**config.mk**
```make
export PLATFORM = sky130hd
export DESIGN_NAME = first_fit_coalescing_allocator
export DESIGN_NICKNAME = d
export VERILOG_FILES = /design/src/ffca_pkg.sv /design/src/ffca_alu.sv /design/src/ffca_used_tbl.sv /design/src/first_fit_coalescing_allocator.sv
export SDC_FILE = /design/constraint.sdc
export NUM_CORES = 2
export LEC_CHECK = 0
export BUFFER_PORTS_ARGS = -buffer_cell sky130_fd_sc_hd__buf_2
export CAP_MARGIN = 30
export CORE_ASPECT_RATIO = 1.1
export CORE_MARGIN = 10
export CORE_UTILIZATION = 40
export DETAILED_ROUTE_END_ITERATION = 12
export GPL_TIMING_DRIVEN = 0
export PLACE_DENSITY = 0.66
export SETUP_SLACK_MARGIN = 0.05
export SYNTH_ARGS = -nofsm -noshare
export SYNTH_HDL_FRONTEND = slang
export SYNTH_SLANG_ARGS = --single-unit
export TNS_END_PERCENT = 1
```
**constraint.sdc**
```tcl
create_clock -name clk -period 15.35 [get_ports clk]
set_input_delay 2.3025 -clock clk [delete_from_list [all_inputs] [get_ports clk]]
set_output_delay 2.3025 -clock clk [all_outputs]
set_load 0.03 [all_outputs]
```
**src/ffca_pkg.sv**
```systemverilog
// ----------------------------------------------------------------------------
// ffca_pkg
// Shared types and constants for the first-fit coalescing pool allocator.
// ----------------------------------------------------------------------------
package ffca_pkg;

	localparam int DATA_BITS  = 32;
	localparam int LEN_BITS   = 32;
	localparam int ALIGN_BITS = 4;
	localparam int PAD_BITS   = 16;

	typedef enum logic [0:0] {
		CMD_ALLOC = 1'b0,
		CMD_FREE  = 1'b1
	} cmd_t;

	typedef enum logic [1:0] {
		ST_OK        = 2'd0,
		ST_NO_FIT    = 2'd1,
		ST_NOT_ALLOC = 2'd2,
		ST_FULL      = 2'd3
	} status_t;

	typedef enum logic [1:0] {
		CFG_POOL_BASE   = 2'd0,
		CFG_POOL_LENGTH = 2'd1
	} cfg_reg_t;

	typedef struct packed {
		cmd_t                    command;
		logic [DATA_BITS-1:0]    request_bytes;
		logic [ALIGN_BITS-1:0]   align_log2;
		logic [DATA_BITS-1:0]    free_address;
	} req_t;

	typedef struct packed {
		status_t                 status;
		logic [DATA_BITS-1:0]    address;
	} rsp_t;

	typedef struct packed {
		logic rec_write;
		logic set_valid;
		logic clr_valid;
		logic clr_all;
	} used_ctl_t;

	typedef enum logic [4:0] {
		S_IDLE,
		S_A_RD,
		S_A_PAD,
		S_A_NEED,
		S_A_FIT,
		S_A_ADDR,
		S_U_SCAN,
		S_A_SHR,
		S_DN,
		S_DNW,
		S_A_REC,
		S_F_RD,
		S_F_CMP,
		S_F_MP,
		S_F_MN,
		S_F_SAT1,
		S_F_SAT2,
		S_F_UP,
		S_F_UPW,
		S_F_CLR,
		S_FIN
	} state_t;

endpackage

```
**src/ffca_alu.sv**
```systemverilog
// ----------------------------------------------------------------------------
// ffca_alu
// Shared adder/subtractor; the carry out doubles as the a >= b flag.
// ----------------------------------------------------------------------------
module ffca_alu #(
	parameter int W = 33
) (
	input  logic [W-1:0] a,
	input  logic [W-1:0] b,
	input  logic         sub,
	output logic [W:0]   sum
);

	logic [W-1:0] b_eff;

	assign b_eff = sub ? ~b : b;
	assign sum   = {1'b0, a} + {1'b0, b_eff} + {{W{1'b0}}, sub};

endmodule

```
**src/ffca_used_tbl.sv**
```systemverilog
// ----------------------------------------------------------------------------
// ffca_used_tbl
// Allocation record table: address/length memory plus per-entry valid bits.
// ----------------------------------------------------------------------------
module ffca_used_tbl #(
	parameter int ADDR_BITS    = 32,
	parameter int USED_ENTRIES = 32,
	localparam int IW          = $clog2(USED_ENTRIES)
) (
	input  logic                          clk,
	input  logic                          arst_n,
	input  ffca_pkg::used_ctl_t           ctl,
	input  logic [IW-1:0]                 rd_idx,
	output logic [ADDR_BITS-1:0]          rd_addr,
	output logic [ffca_pkg::LEN_BITS-1:0] rd_len,
	input  logic [IW-1:0]                 vld_idx,
	output logic                          vld_bit,
	input  logic [IW-1:0]                 wr_idx,
	input  logic [ADDR_BITS-1:0]          wr_addr,
	input  logic [ffca_pkg::LEN_BITS-1:0] wr_len
);

	logic [ADDR_BITS-1:0]          addr_mem [USED_ENTRIES];
	logic [ffca_pkg::LEN_BITS-1:0] len_mem  [USED_ENTRIES];
	logic [USED_ENTRIES-1:0]       valid_q;

	always_ff @(posedge clk) begin
		if (ctl.rec_write) begin
			addr_mem[wr_idx] <= wr_addr;
			len_mem[wr_idx]  <= wr_len;
		end
		rd_addr <= addr_mem[rd_idx];
		rd_len  <= len_mem[rd_idx];
	end

	always_ff @(posedge clk or negedge arst_n) begin
		if (!arst_n) begin
			valid_q <= '0;
		end else if (ctl.clr_all) begin
			valid_q <= '0;
		end else begin
			if (ctl.set_valid) begin
				valid_q[wr_idx] <= 1'b1;
			end
			if (ctl.clr_valid) begin
				valid_q[wr_idx] <= 1'b0;
			end
		end
	end

	assign vld_bit = valid_q[vld_idx];

endmodule

```
**src/first_fit_coalescing_allocator.sv**
```systemverilog
// ----------------------------------------------------------------------------
// first_fit_coalescing_allocator
// First-fit pool allocator with ordered free list and merge on release.
//
//  channel | signals                          | direction
//  req     | req_valid, req_ready, req        | in
//  rsp     | rsp_valid, rsp_ready, rsp        | out
//  cfg     | cfg_valid, cfg_ready, cfg_index, | in
//          | cfg_data                         |
//
// One request at a time. Allocate: tries free entries in order, then scans the
// record table and moves entries down when a block is removed. Free: record
// scan, then a walk of the free list, moving entries on insert or merge. All
// steps share the one adder and the free list memory with one read and one
// write port. Reset and pool writes leave one free block.
// The result register holds while rsp_ready is low; the next result waits.
// ----------------------------------------------------------------------------
module first_fit_coalescing_allocator #(
	parameter int FREE_ENTRIES = 16,
	parameter int USED_ENTRIES = 32,
	parameter int ADDR_BITS    = 32
) (
	input  logic                           clk,
	input  logic                           arst_n,
	input  logic                           req_valid,
	output logic                           req_ready,
	input  ffca_pkg::req_t                 req,
	output logic                           rsp_valid,
	input  logic                           rsp_ready,
	output ffca_pkg::rsp_t                 rsp,
	input  logic                           cfg_valid,
	output logic                           cfg_ready,
	input  logic [1:0]                     cfg_index,
	input  logic [ffca_pkg::DATA_BITS-1:0] cfg_data
);

	localparam int DW  = (ADDR_BITS > 32) ? ADDR_BITS : 32;
	localparam int AW  = DW + 1;
	localparam int FIW = $clog2(FREE_ENTRIES);
	localparam int FCW = $clog2(FREE_ENTRIES + 1);
	localparam int UIW = $clog2(USED_ENTRIES);
	localparam int UCW = $clog2(USED_ENTRIES + 1);
	localparam int LB  = ffca_pkg::LEN_BITS;
	localparam int PB  = ffca_pkg::PAD_BITS;

	ffca_pkg::state_t state_q, state_d;

	// free list memory
	logic [ADDR_BITS-1:0] fm_start [FREE_ENTRIES];
	logic [LB-1:0]        fm_len   [FREE_ENTRIES];
	logic [ADDR_BITS-1:0] fm_start_q;
	logic [LB-1:0]        fm_len_q;
	logic                 rd0_q, init_q;
	logic [FIW-1:0]       fm_raddr, fm_waddr;
	logic                 fm_we;
	logic [ADDR_BITS-1:0] fm_ws, fm_rs;
	logic [LB-1:0]        fm_wl, fm_rl;

	logic [FCW-1:0] fcnt_q, fk_q, pos_q, fk_inc, fk_dec;
	logic [UCW-1:0] uk_q;
	logic [UIW-1:0] ff_q, slot_q, u_j;
	logic           ff_seen_q;
	ffca_pkg::cmd_t cmd_q;
	logic [LB-1:0]  bytes_q, diff_q, ulen_q, prev_l_q, next_l_q, t_q, cur_l_q;
	logic [ffca_pkg::ALIGN_BITS-1:0] lg_q;
	logic [ADDR_BITS-1:0] key_q, cur_s_q, prev_s_q, next_s_q, base_q;
	logic [LB-1:0]  plen_q;
	logic [PB-1:0]  pad_q, mask;
	logic [AW-1:0]  need_q;
	logic           gt_q, mp_q, mn_q;
	ffca_pkg::status_t res_st_q;
	logic [ffca_pkg::DATA_BITS-1:0] res_addr_q;
	logic           rsp_valid_q;
	ffca_pkg::rsp_t rsp_q;

	// shared adder
	logic [AW-1:0] alu_a, alu_b;
	logic          alu_sub;
	logic [AW:0]   alu_sum;
	logic          sum_ge;
	logic [ADDR_BITS-1:0] sum_lo;
	logic [LB-1:0] sat;

	// record table
	ffca_pkg::used_ctl_t  u_ctl;
	logic [ADDR_BITS-1:0] u_rd_addr;
	logic [LB-1:0]        u_rd_len;
	logic                 u_vld_bit, u_hit, u_free, u_end, u_found;

	logic cfg_hit, cfg_take, req_take, fin_go, mn_now;

	ffca_alu #(.W(AW)) u_alu (
		.a   (alu_a),
		.b   (alu_b),
		.sub (alu_sub),
		.sum (alu_sum)
	);

	ffca_used_tbl #(.ADDR_BITS(ADDR_BITS), .USED_ENTRIES(USED_ENTRIES)) u_used (
		.clk     (clk),
		.arst_n  (arst_n),
		.ctl     (u_ctl),
		.rd_idx  (uk_q[UIW-1:0]),
		.rd_addr (u_rd_addr),
		.rd_len  (u_rd_len),
		.vld_idx (u_j),
		.vld_bit (u_vld_bit),
		.wr_idx  (slot_q),
		.wr_addr (key_q),
		.wr_len  (bytes_q)
	);

	assign sum_ge = alu_sum[AW];
	assign sum_lo = alu_sum[ADDR_BITS-1:0];
	assign sat    = (|alu_sum[AW:LB]) ? {LB{1'b1}} : alu_sum[LB-1:0];
	assign mask   = (PB'(1) << lg_q) - PB'(1);
	assign fk_inc = fk_q + FCW'(1);
	assign fk_dec = fk_q - FCW'(1);

	// record scan compares the registered read of the previous index (u_j)
	assign u_j     = UIW'(uk_q - UCW'(1));
	assign u_hit   = (uk_q != '0) && u_vld_bit && (u_rd_addr == key_q);
	assign u_free  = (uk_q != '0) && !u_vld_bit;
	assign u_end   = (uk_q == UCW'(USED_ENTRIES));
	assign u_found = u_hit || ff_seen_q || u_free;
	assign mn_now  = (pos_q < fcnt_q) && (sum_lo == next_s_q);

	// entry 0 reads as the reset block until first written
	assign fm_rs = rd0_q ? '0 : fm_start_q;
	assign fm_rl = rd0_q ? '0 : fm_len_q;

	assign cfg_hit   = (cfg_index == ffca_pkg::CFG_POOL_BASE) ||
	                   (cfg_index == ffca_pkg::CFG_POOL_LENGTH);
	assign cfg_ready = (state_q == ffca_pkg::S_IDLE);
	assign req_ready = (state_q == ffca_pkg::S_IDLE) && !cfg_valid;
	assign cfg_take  = cfg_valid && cfg_ready;
	assign req_take  = req_valid && req_ready;
	assign fin_go    = !rsp_valid_q || rsp_ready;
	assign rsp_valid = rsp_valid_q;
	assign rsp       = rsp_q;

	always_ff @(posedge clk or negedge arst_n) begin
		if (!arst_n) begin
			state_q <= ffca_pkg::S_IDLE;
		end else begin
			state_q <= state_d;
		end
	end

	always_comb begin
		state_d  = state_q;
		fm_raddr = fk_q[FIW-1:0];
		fm_we    = 1'b0;
		fm_waddr = fk_q[FIW-1:0];
		fm_ws    = key_q;
		fm_wl    = ulen_q;
		u_ctl    = '0;
		alu_a    = '0;
		alu_b    = '0;
		alu_sub  = 1'b0;
		case (state_q)
			ffca_pkg::S_IDLE: begin
				if (cfg_take && cfg_hit) begin
					fm_we    = 1'b1;
					fm_waddr = '0;
					fm_ws    = (cfg_index == ffca_pkg::CFG_POOL_BASE) ?
					           ADDR_BITS'(cfg_data) : base_q;
					fm_wl    = (cfg_index == ffca_pkg::CFG_POOL_LENGTH) ? cfg_data : plen_q;
					u_ctl.clr_all = 1'b1;
				end else if (req_take) begin
					state_d = (req.command == ffca_pkg::CMD_ALLOC) ?
					          ffca_pkg::S_A_RD : ffca_pkg::S_U_SCAN;
				end
			end
			ffca_pkg::S_A_RD: begin
				state_d = (fk_q < fcnt_q) ? ffca_pkg::S_A_PAD : ffca_pkg::S_FIN;
			end
			ffca_pkg::S_A_PAD: begin
				alu_b   = AW'(fm_rs);
				alu_sub = 1'b1;
				state_d = ffca_pkg::S_A_NEED;
			end
			ffca_pkg::S_A_NEED: begin
				alu_a   = AW'(bytes_q);
				alu_b   = AW'(pad_q);
				state_d = ffca_pkg::S_A_FIT;
			end
			ffca_pkg::S_A_FIT: begin
				alu_a   = AW'(cur_l_q);
				alu_b   = need_q;
				alu_sub = 1'b1;
				state_d = sum_ge ? ffca_pkg::S_A_ADDR : ffca_pkg::S_A_RD;
			end
			ffca_pkg::S_A_ADDR: begin
				alu_a   = AW'(cur_s_q);
				alu_b   = AW'(pad_q);
				state_d = ffca_pkg::S_U_SCAN;
			end
			ffca_pkg::S_U_SCAN: begin
				if (u_hit || u_end) begin
					if (cmd_q == ffca_pkg::CMD_ALLOC) begin
						if (u_found) begin
							state_d = gt_q ? ffca_pkg::S_A_SHR : ffca_pkg::S_DN;
						end else begin
							state_d = ffca_pkg::S_FIN;
						end
					end else if (u_hit) begin
						state_d = (u_rd_len == '0) ? ffca_pkg::S_F_CLR : ffca_pkg::S_F_RD;
					end else begin
						state_d = ffca_pkg::S_FIN;
					end
				end
			end
			ffca_pkg::S_A_SHR: begin
				alu_a   = AW'(cur_s_q);
				alu_b   = need_q;
				fm_we   = 1'b1;
				fm_ws   = sum_lo;
				fm_wl   = diff_q;
				state_d = ffca_pkg::S_A_REC;
			end
			ffca_pkg::S_DN: begin
				// close the gap left by a removed entry
				if (fk_inc < fcnt_q) begin
					fm_raddr = fk_inc[FIW-1:0];
					state_d  = ffca_pkg::S_DNW;
				end else begin
					state_d = (cmd_q == ffca_pkg::CMD_ALLOC) ?
					          ffca_pkg::S_A_REC : ffca_pkg::S_F_CLR;
				end
			end
			ffca_pkg::S_DNW: begin
				fm_we   = 1'b1;
				fm_ws   = fm_rs;
				fm_wl   = fm_rl;
				state_d = ffca_pkg::S_DN;
			end
			ffca_pkg::S_A_REC: begin
				u_ctl.rec_write = 1'b1;
				u_ctl.set_valid = 1'b1;
				state_d         = ffca_pkg::S_FIN;
			end
			ffca_pkg::S_F_RD: begin
				state_d = (fk_q < fcnt_q) ? ffca_pkg::S_F_CMP : ffca_pkg::S_F_MP;
			end
			ffca_pkg::S_F_CMP: begin
				alu_a   = AW'(key_q);
				alu_b   = AW'(fm_rs);
				alu_sub = 1'b1;
				state_d = sum_ge ? ffca_pkg::S_F_RD : ffca_pkg::S_F_MP;
			end
			ffca_pkg::S_F_MP: begin
				alu_a   = AW'(prev_s_q);
				alu_b   = AW'(prev_l_q);
				state_d = ffca_pkg::S_F_MN;
			end
			ffca_pkg::S_F_MN: begin
				alu_a = AW'(key_q);
				alu_b = AW'(ulen_q);
				if (mp_q || mn_now) begin
					state_d = ffca_pkg::S_F_SAT1;
				end else if (fcnt_q == FCW'(FREE_ENTRIES)) begin
					state_d = ffca_pkg::S_FIN;
				end else begin
					state_d = ffca_pkg::S_F_UP;
				end
			end
			ffca_pkg::S_F_SAT1: begin
				alu_a = AW'(mp_q ? prev_l_q : next_l_q);
				alu_b = AW'(ulen_q);
				if (mp_q && mn_q) begin
					state_d = ffca_pkg::S_F_SAT2;
				end else if (mp_q) begin
					fm_we    = 1'b1;
					fm_waddr = FIW'(pos_q - FCW'(1));
					fm_ws    = prev_s_q;
					fm_wl    = sat;
					state_d  = ffca_pkg::S_F_CLR;
				end else begin
					fm_we    = 1'b1;
					fm_waddr = pos_q[FIW-1:0];
					fm_ws    = key_q;
					fm_wl    = sat;
					state_d  = ffca_pkg::S_F_CLR;
				end
			end
			ffca_pkg::S_F_SAT2: begin
				alu_a    = AW'(t_q);
				alu_b    = AW'(next_l_q);
				fm_we    = 1'b1;
				fm_waddr = FIW'(pos_q - FCW'(1));
				fm_ws    = prev_s_q;
				fm_wl    = sat;
				state_d  = ffca_pkg::S_DN;
			end
			ffca_pkg::S_F_UP: begin
				// open a slot at pos, moving entries up from the tail
				if (fk_q > pos_q) begin
					fm_raddr = fk_dec[FIW-1:0];
					state_d  = ffca_pkg::S_F_UPW;
				end else begin
					fm_we    = 1'b1;
					fm_waddr = pos_q[FIW-1:0];
					fm_ws    = key_q;
					fm_wl    = ulen_q;
					state_d  = ffca_pkg::S_F_CLR;
				end
			end
			ffca_pkg::S_F_UPW: begin
				fm_we   = 1'b1;
				fm_ws   = fm_rs;
				fm_wl   = fm_rl;
				state_d = ffca_pkg::S_F_UP;
			end
			ffca_pkg::S_F_CLR: begin
				u_ctl.clr_valid = 1'b1;
				state_d         = ffca_pkg::S_FIN;
			end
			ffca_pkg::S_FIN: begin
				if (fin_go) begin
					state_d = ffca_pkg::S_IDLE;
				end
			end
			default: begin
				state_d = ffca_pkg::S_IDLE;
			end
		endcase
	end

	// free list memory
	always_ff @(posedge clk) begin
		if (fm_we) begin
			fm_start[fm_waddr] <= fm_ws;
			fm_len[fm_waddr]   <= fm_wl;
		end
		fm_start_q <= fm_start[fm_raddr];
		fm_len_q   <= fm_len[fm_raddr];
	end

	always_ff @(posedge clk or negedge arst_n) begin
		if (!arst_n) begin
			init_q <= 1'b0;
			rd0_q  <= 1'b0;
		end else begin
			rd0_q <= (fm_raddr == '0) && !init_q;
			if (fm_we && (fm_waddr == '0)) begin
				init_q <= 1'b1;
			end
		end
	end

	// control counters and configuration
	always_ff @(posedge clk or negedge arst_n) begin
		if (!arst_n) begin
			fcnt_q      <= FCW'(1);
			base_q      <= '0;
			plen_q      <= '0;
			rsp_valid_q <= 1'b0;
		end else begin
			if (cfg_take && cfg_hit) begin
				fcnt_q <= FCW'(1);
				if (cfg_index == ffca_pkg::CFG_POOL_BASE) begin
					base_q <= ADDR_BITS'(cfg_data);
				end else begin
					plen_q <= cfg_data;
				end
			end
			if (state_q == ffca_pkg::S_DN && !(fk_inc < fcnt_q)) begin
				fcnt_q <= fcnt_q - FCW'(1);
			end
			if (state_q == ffca_pkg::S_F_UP && !(fk_q > pos_q)) begin
				fcnt_q <= fcnt_q + FCW'(1);
			end
			if (state_q == ffca_pkg::S_FIN && fin_go) begin
				rsp_valid_q <= 1'b1;
			end else if (rsp_ready) begin
				rsp_valid_q <= 1'b0;
			end
		end
	end

	// datapath
	always_ff @(posedge clk) begin
		case (state_q)
			ffca_pkg::S_IDLE: begin
				if (req_take) begin
					cmd_q     <= req.command;
					bytes_q   <= req.request_bytes;
					lg_q      <= req.align_log2;
					key_q     <= ADDR_BITS'(req.free_address);
					fk_q      <= '0;
					uk_q      <= '0;
					ff_seen_q <= 1'b0;
				end
			end
			ffca_pkg::S_A_RD: begin
				if (!(fk_q < fcnt_q)) begin
					res_st_q   <= ffca_pkg::ST_NO_FIT;
					res_addr_q <= '0;
				end
			end
			ffca_pkg::S_A_PAD: begin
				cur_s_q <= fm_rs;
				cur_l_q <= fm_rl;
				pad_q   <= alu_sum[PB-1:0] & mask;
			end
			ffca_pkg::S_A_NEED: begin
				need_q <= alu_sum[AW-1:0];
			end
			ffca_pkg::S_A_FIT: begin
				diff_q <= alu_sum[LB-1:0];
				gt_q   <= (alu_sum[AW-1:0] != '0);
				if (!sum_ge) begin
					fk_q <= fk_inc;
				end
			end
			ffca_pkg::S_A_ADDR: begin
				key_q     <= sum_lo;
				uk_q      <= '0;
				ff_seen_q <= 1'b0;
			end
			ffca_pkg::S_U_SCAN: begin
				uk_q <= uk_q + UCW'(1);
				if (u_free && !ff_seen_q) begin
					ff_seen_q <= 1'b1;
					ff_q      <= u_j;
				end
				slot_q <= (u_hit || !ff_seen_q) ? u_j : ff_q;
				ulen_q <= u_rd_len;
				if (u_hit || u_end) begin
					if (cmd_q == ffca_pkg::CMD_ALLOC) begin
						res_st_q <= ffca_pkg::ST_FULL;
					end else begin
						res_st_q <= ffca_pkg::ST_NOT_ALLOC;
						fk_q     <= '0;
					end
					res_addr_q <= '0;
				end
			end
			ffca_pkg::S_DNW: begin
				fk_q <= fk_inc;
			end
			ffca_pkg::S_A_REC: begin
				res_st_q   <= ffca_pkg::ST_OK;
				res_addr_q <= ffca_pkg::DATA_BITS'(key_q);
			end
			ffca_pkg::S_F_RD: begin
				if (!(fk_q < fcnt_q)) begin
					pos_q <= fk_q;
				end
			end
			ffca_pkg::S_F_CMP: begin
				if (sum_ge) begin
					prev_s_q <= fm_rs;
					prev_l_q <= fm_rl;
					fk_q     <= fk_inc;
				end else begin
					pos_q    <= fk_q;
					next_s_q <= fm_rs;
					next_l_q <= fm_rl;
				end
			end
			ffca_pkg::S_F_MP: begin
				mp_q <= (pos_q != '0) && (sum_lo == key_q);
			end
			ffca_pkg::S_F_MN: begin
				mn_q       <= mn_now;
				fk_q       <= fcnt_q;
				res_st_q   <= ffca_pkg::ST_FULL;
				res_addr_q <= '0;
			end
			ffca_pkg::S_F_SAT1: begin
				t_q <= sat;
			end
			ffca_pkg::S_F_SAT2: begin
				fk_q <= pos_q;
			end
			ffca_pkg::S_F_UPW: begin
				fk_q <= fk_dec;
			end
			ffca_pkg::S_F_CLR: begin
				res_st_q   <= ffca_pkg::ST_OK;
				res_addr_q <= '0;
			end
			ffca_pkg::S_FIN: begin
				if (fin_go) begin
					rsp_q.status  <= res_st_q;
					rsp_q.address <= res_addr_q;
				end
			end
			default: begin
			end
		endcase
	end

`ifndef NO_ASSERTIONS
	a_fcnt_bound: assert property (@(posedge clk) disable iff (!arst_n)
		fcnt_q <= FCW'(FREE_ENTRIES))
		else $error("free list count above capacity");

	a_req_busy: assert property (@(posedge clk) disable iff (!arst_n)
		req_take |=> state_q != ffca_pkg::S_IDLE)
		else $error("accepted request did not start");

	a_err_addr: assert property (@(posedge clk) disable iff (!arst_n)
		rsp_valid && rsp.status != ffca_pkg::ST_OK |-> rsp.address == '0)
		else $error("failed request returned an address");

	a_cfg_rebuild: assert property (@(posedge clk) disable iff (!arst_n)
		cfg_take && cfg_hit |=> fcnt_q == FCW'(1) && state_q == ffca_pkg::S_IDLE)
		else $error("pool write did not rebuild free list");

	a_scan_bound: assert property (@(posedge clk) disable iff (!arst_n)
		state_q == ffca_pkg::S_U_SCAN |-> uk_q <= UCW'(USED_ENTRIES))
		else $error("record scan ran past table");
`endif

endmodule

```
==> results by group <==
Placed design
  • Dpl ws: approximately 6.3 ns
  • GPL Wtd Cong: between 0.9 and 1
  • Input/output buffers: 144
  • Post-DP HPWL: between 300000 and 400000 um

Route
  • Vias/cell: approximately 6.0
  • Routed Antenna Nets: 0
  • TritonRoute pass-1 iters: 9
  • Detailed-route via count: slightly above 80000
  • Max Used Layer: met5
  • Drt wl/cell: 34.51 um
  • Met2 WL: between 200000 and 250000 um
  • Initial drt markers: 10729
  • Drt drc: 0
  • WL met3: a little under 40000 um
  • WL met1: around 180000 um
  • DRT Wirelength: between 400000 and 500000 um

Synthesis
  • Async S/R FF share, synth: 2.859%
  • Synth Instances: ~7600
  • Synth top area share: 71.01%
  • Post-synth top area cell: edfxtp_1
  • EDFF count, synth: roughly 3600
  • Mapped Area: roughly 150000 um2
  • Ranking of synthesized cells by area: edfxtp_1 71%, mux4_2 13%, dfrtp_1 1.8%
  • Mean Syn Cell Area: approximately 20 um2
  • Net Count, Synth: 7797
  • Synthesized flop and latch total: 3813
  • Synth cell types: 97
  • Register area share after synthesis: 74.51%
  • Synth warnings: 0
  • Main synth FF type: edfxtp_1

STA
  • Final Critical Period: approximately 9.4 ns
  • Fin worst setup slack: around 6 ns
  • Slew @ Worst Pin: 1.091 ns
  • Final slew viol count: 0
  • Hold Vio Cnt, Final: 0
  • TNS Setup: 0 ns
  • Unrepaired setup endpoints after global routing: no
  • Slew HR: between 20% and 30%
  • Setup Viol. Count Final: 0
  • Clock Skew: about 0.095 ns
  • Max Clock Freq: between 100 and 150 MHz
  • Fin crit share: a little over 60%

Setup path
  • Data required, critical path: around 16 ns
  • Cell family with most CP delay: simple AND/OR/NAND/NOR gates
  • Setup crit start kind: flop
  • Slowest-stage cell, CP: clkbuf_1
  • Cell count of the worst reg-to-reg path: 21
  • Cells along the critical path: buf_2, nor3_1, and2_0, buf_2, clkbuf_1, clkbuf_1, buf_1, a22oi_1, nand3_1, ha_1, a21o_1, a221oi_4, xnor2_1, inv_1, or4_1, nor4_1, nand3_1, or4_1, nor4_1, nand3_1, or4_1
  • CP Data Arrival Time: around 10 ns
  • FF-to-FF setup slack: around 6.0 ns
  • Crit-path max FO: 10
  • Critical Path End Type: flop
  • FF-to-FF Start: state_q[0]$_DFFE_PN0P_
  • Buf/Inv on CP: 6
  • Reg-to-reg endpoint: gt_q$_DFFE_PN_
  • Crit path largest cell delay: roughly 0.8 ns
  • CP Class: reg2reg

Worst hold path
  • HP Start: res_addr_q[29]$_SDFFCE_PN0P_
  • Worst Hold Depth: 0
  • Hold Path Sink: rsp[29]$_DFFE_PP_
  • Worst Hold Class: reg2reg

Global routing
  • Vias in the first global route: about 83000
  • GRT Overall Usage: 23.18%
  • First-pass GRT wire length: 663200 um
  • Initial antenna violation count: 54
  • Pin count of the biggest net entering global routing: between 50 and 60
  • Global route overflow: 0

Power
  • Peak VDD IR: 0.2057 mV
  • Switching pwr: between 10 and 15 mW
  • Cell area power density: between 200 and 250 nW/um2
  • Lkg Pwr: 57.98 nW
  • Seq pwr share: between 30% and 40%
  • Logic pwr share: between 30 and 40%
  • Clk pwr share: around a quarter
  • Sw frac: between 30 and 40%
  • P_int: about 25 mW

Clock network
  • Longest Clk Path Bufs: 4
  • Clock-pin slew on the worst setup and hold paths: around 0.060 ns
  • Htree depth: 5
  • Clk sinks: about 3800
  • TritonCTS Buffers: approximately 380
  • CTS tree: built
  • Post-CTS setup buffers: 0
  • Cts hold-fix bufs: 0
  • Skew-Pair Late Insertion Delay: ~1 ns
  • CTS resizes: 0
  • Root buffer cell: clkbuf_16

Run status
  • Outcome: complete, no violations

Run
  • Max cap viols: 0

Floorplan
  • Initial Utilization: roughly 40%
  • Std-Cell Rows: between 200 and 250
  • Core ar.: ~380000 um2
  • Io pins: approximately 150
  • Die Height: about 660 um
  • Die area: 403100 um2
  • Die W: 606.2 um

Finish
  • Share of cells above drive strength 1: 25.65%
  • Commonest non-fill, non-tap cell in the layout: edfxtp_1
  • Most frequent cells in the layout: 3576 x edfxtp_1, 844 x mux4_2, 404 x clkbuf_1
  • Nets: about 8700
  • Area growth syn-to-layout: 18.17%
==> layout make-up <==
class                           instances  area (um2)
Multi-Input combinational cell       3296       36990
Clock inverter                        205        2086
Clock buffer                          505       10330
Inverter                               85       319.1
Antenna cell                           25       62.56
Fill cell                           30799      197500
Tap cell                             4998        6254
Sequential cell                      3813      112700
Timing Repair Buffer                  538        8210
Buffer                                436        1755
==> Yosys cell counts, drive strengths merged (16+ instances only) <==
| library cell | n |
|---|---|
| and2 | 42 |
| mux2i | 226 |
| o211ai | 37 |
| inv | 84 |
| nand2b | 27 |
| a21o | 23 |
| a221oi | 124 |
| a222oi | 64 |
| ha | 58 |
| a22oi | 92 |
| mux4 | 844 |
| dfxtp | 128 |
| a221o | 38 |
| nor4 | 27 |
| or3 | 16 |
| nor2 | 185 |
| nor2b | 75 |
| a21oi | 206 |
| xnor2 | 119 |
| edfxtp | 3576 |
| xor2 | 58 |
| o21a | 16 |
| nand4 | 29 |
| nand3 | 73 |
| mux2 | 146 |
| clkbuf | 321 |
| dfrtp | 108 |
| nand2 | 308 |
| buf | 115 |
| a22o | 43 |
| o221a | 33 |
| nor3 | 34 |
| o21ai | 187 |
==> layer usage <==
| layer | up-vias | global-route usage, % |
|---|---|---|
| met1 | 44128 | 29.38 |
| met5 | - | 0 |
| met2 | 4406 | 38.66 |
| met4 | 38 | 11.65 |
| met3 | 980 | 3.854 |
| li1 | 33622 | - |
==> stage by stage <==
step	std cells	utilization (%)	total power, mW	cell area, um2	hold WS [ns]
floorplan	7630	-	22.44	151200	0.4003
global placement	12772	42.05	27.93	158200	0.4059
detailed placement	13151	44.09	29.19	165900	0.4054
CTS	13861	47.39	38.47	178300	0.3615
global route	13888	47.49	39.72	178700	0.3833
finish	13901	47.50	38.58	178700	0.3573
==> registers in the layout, summed over array words and instances (netlist names), 33 cells and up <==
name	count
rsp	34
u_used.len_mem	1024
fm_len	512
u_used.addr_mem	1024
need_q	33
fm_start	512
==> worst reg2reg max path, delay by kind of cell, from the launching register on <==
kind	cells	cell delay, ns
AO/OA/AOI/OAI	3	1.06
flip-flops	1	0.36
buffers and inverters	6	2.84
adder cells (fa/ha/maj)	1	0.32
AND/OR/NAND/NOR	10	4.01
XOR/XNOR	1	0.52
==> worst max path at each step <==
| stage | from | endpoint | slack (ns) | cells past startpoint |
|---|---|---|---|---|
| 3_3_place_gp | state_q[1]$_DFFE_PN0P_ | pos_q[2]$_DFFE_PP_ | 0.80 | 21 |
| 5_1_grt | state_q[3]$_DFFE_PN0P_ | gt_q$_DFFE_PN_ | 6.03 | 22 |
| 4_1_cts | state_q[0]$_DFFE_PN0P_ | gt_q$_DFFE_PN_ | 6.23 | 21 |
| 2_1_floorplan | state_q[3]$_DFFE_PN0P_ | fk_q[0]$_DFFE_PP_ | 6.95 | 20 |
| 6_report | state_q[0]$_DFFE_PN0P_ | gt_q$_DFFE_PN_ | 6.00 | 21 |
| 3_5_place_dp | state_q[0]$_DFFE_PN0P_ | gt_q$_DFFE_PN_ | 6.26 | 21 |
==> power groups by stage <==
stage / registers (mW) / logic, mW / clock network [mW]
2_1_floorplan: 14.2 / 8.23 / 0
3_3_place_gp: 14.8 / 13.1 / 0
3_5_place_dp: 14.4 / 14.8 / 0
4_1_cts: 14.2 / 14.8 / 9.40
5_1_grt: 14.3 / 15.6 / 9.81
6_report: 14.2 / 15.0 / 9.31
==> cell families (layout without fill, tap and decap cells) <==
logic type / count (synthesis) / in the layout / share of synthesized area (%)
AOI/OAI and AO/OA: 968 / 968 / 4.620
DFF: 3813 / 3813 / 74.51
adders and majority gates: 59 / 59 / 0.4932
other: 1 / 26 / 0.002480
and+or+nand+nor: 873 / 873 / 2.791
buffers and inverters: 521 / 1769 / 1.359
xor gates and xnor gates: 179 / 179 / 1.065
muxes: 1216 / 1216 / 15.16
Power figures use the tool's default switching activity.
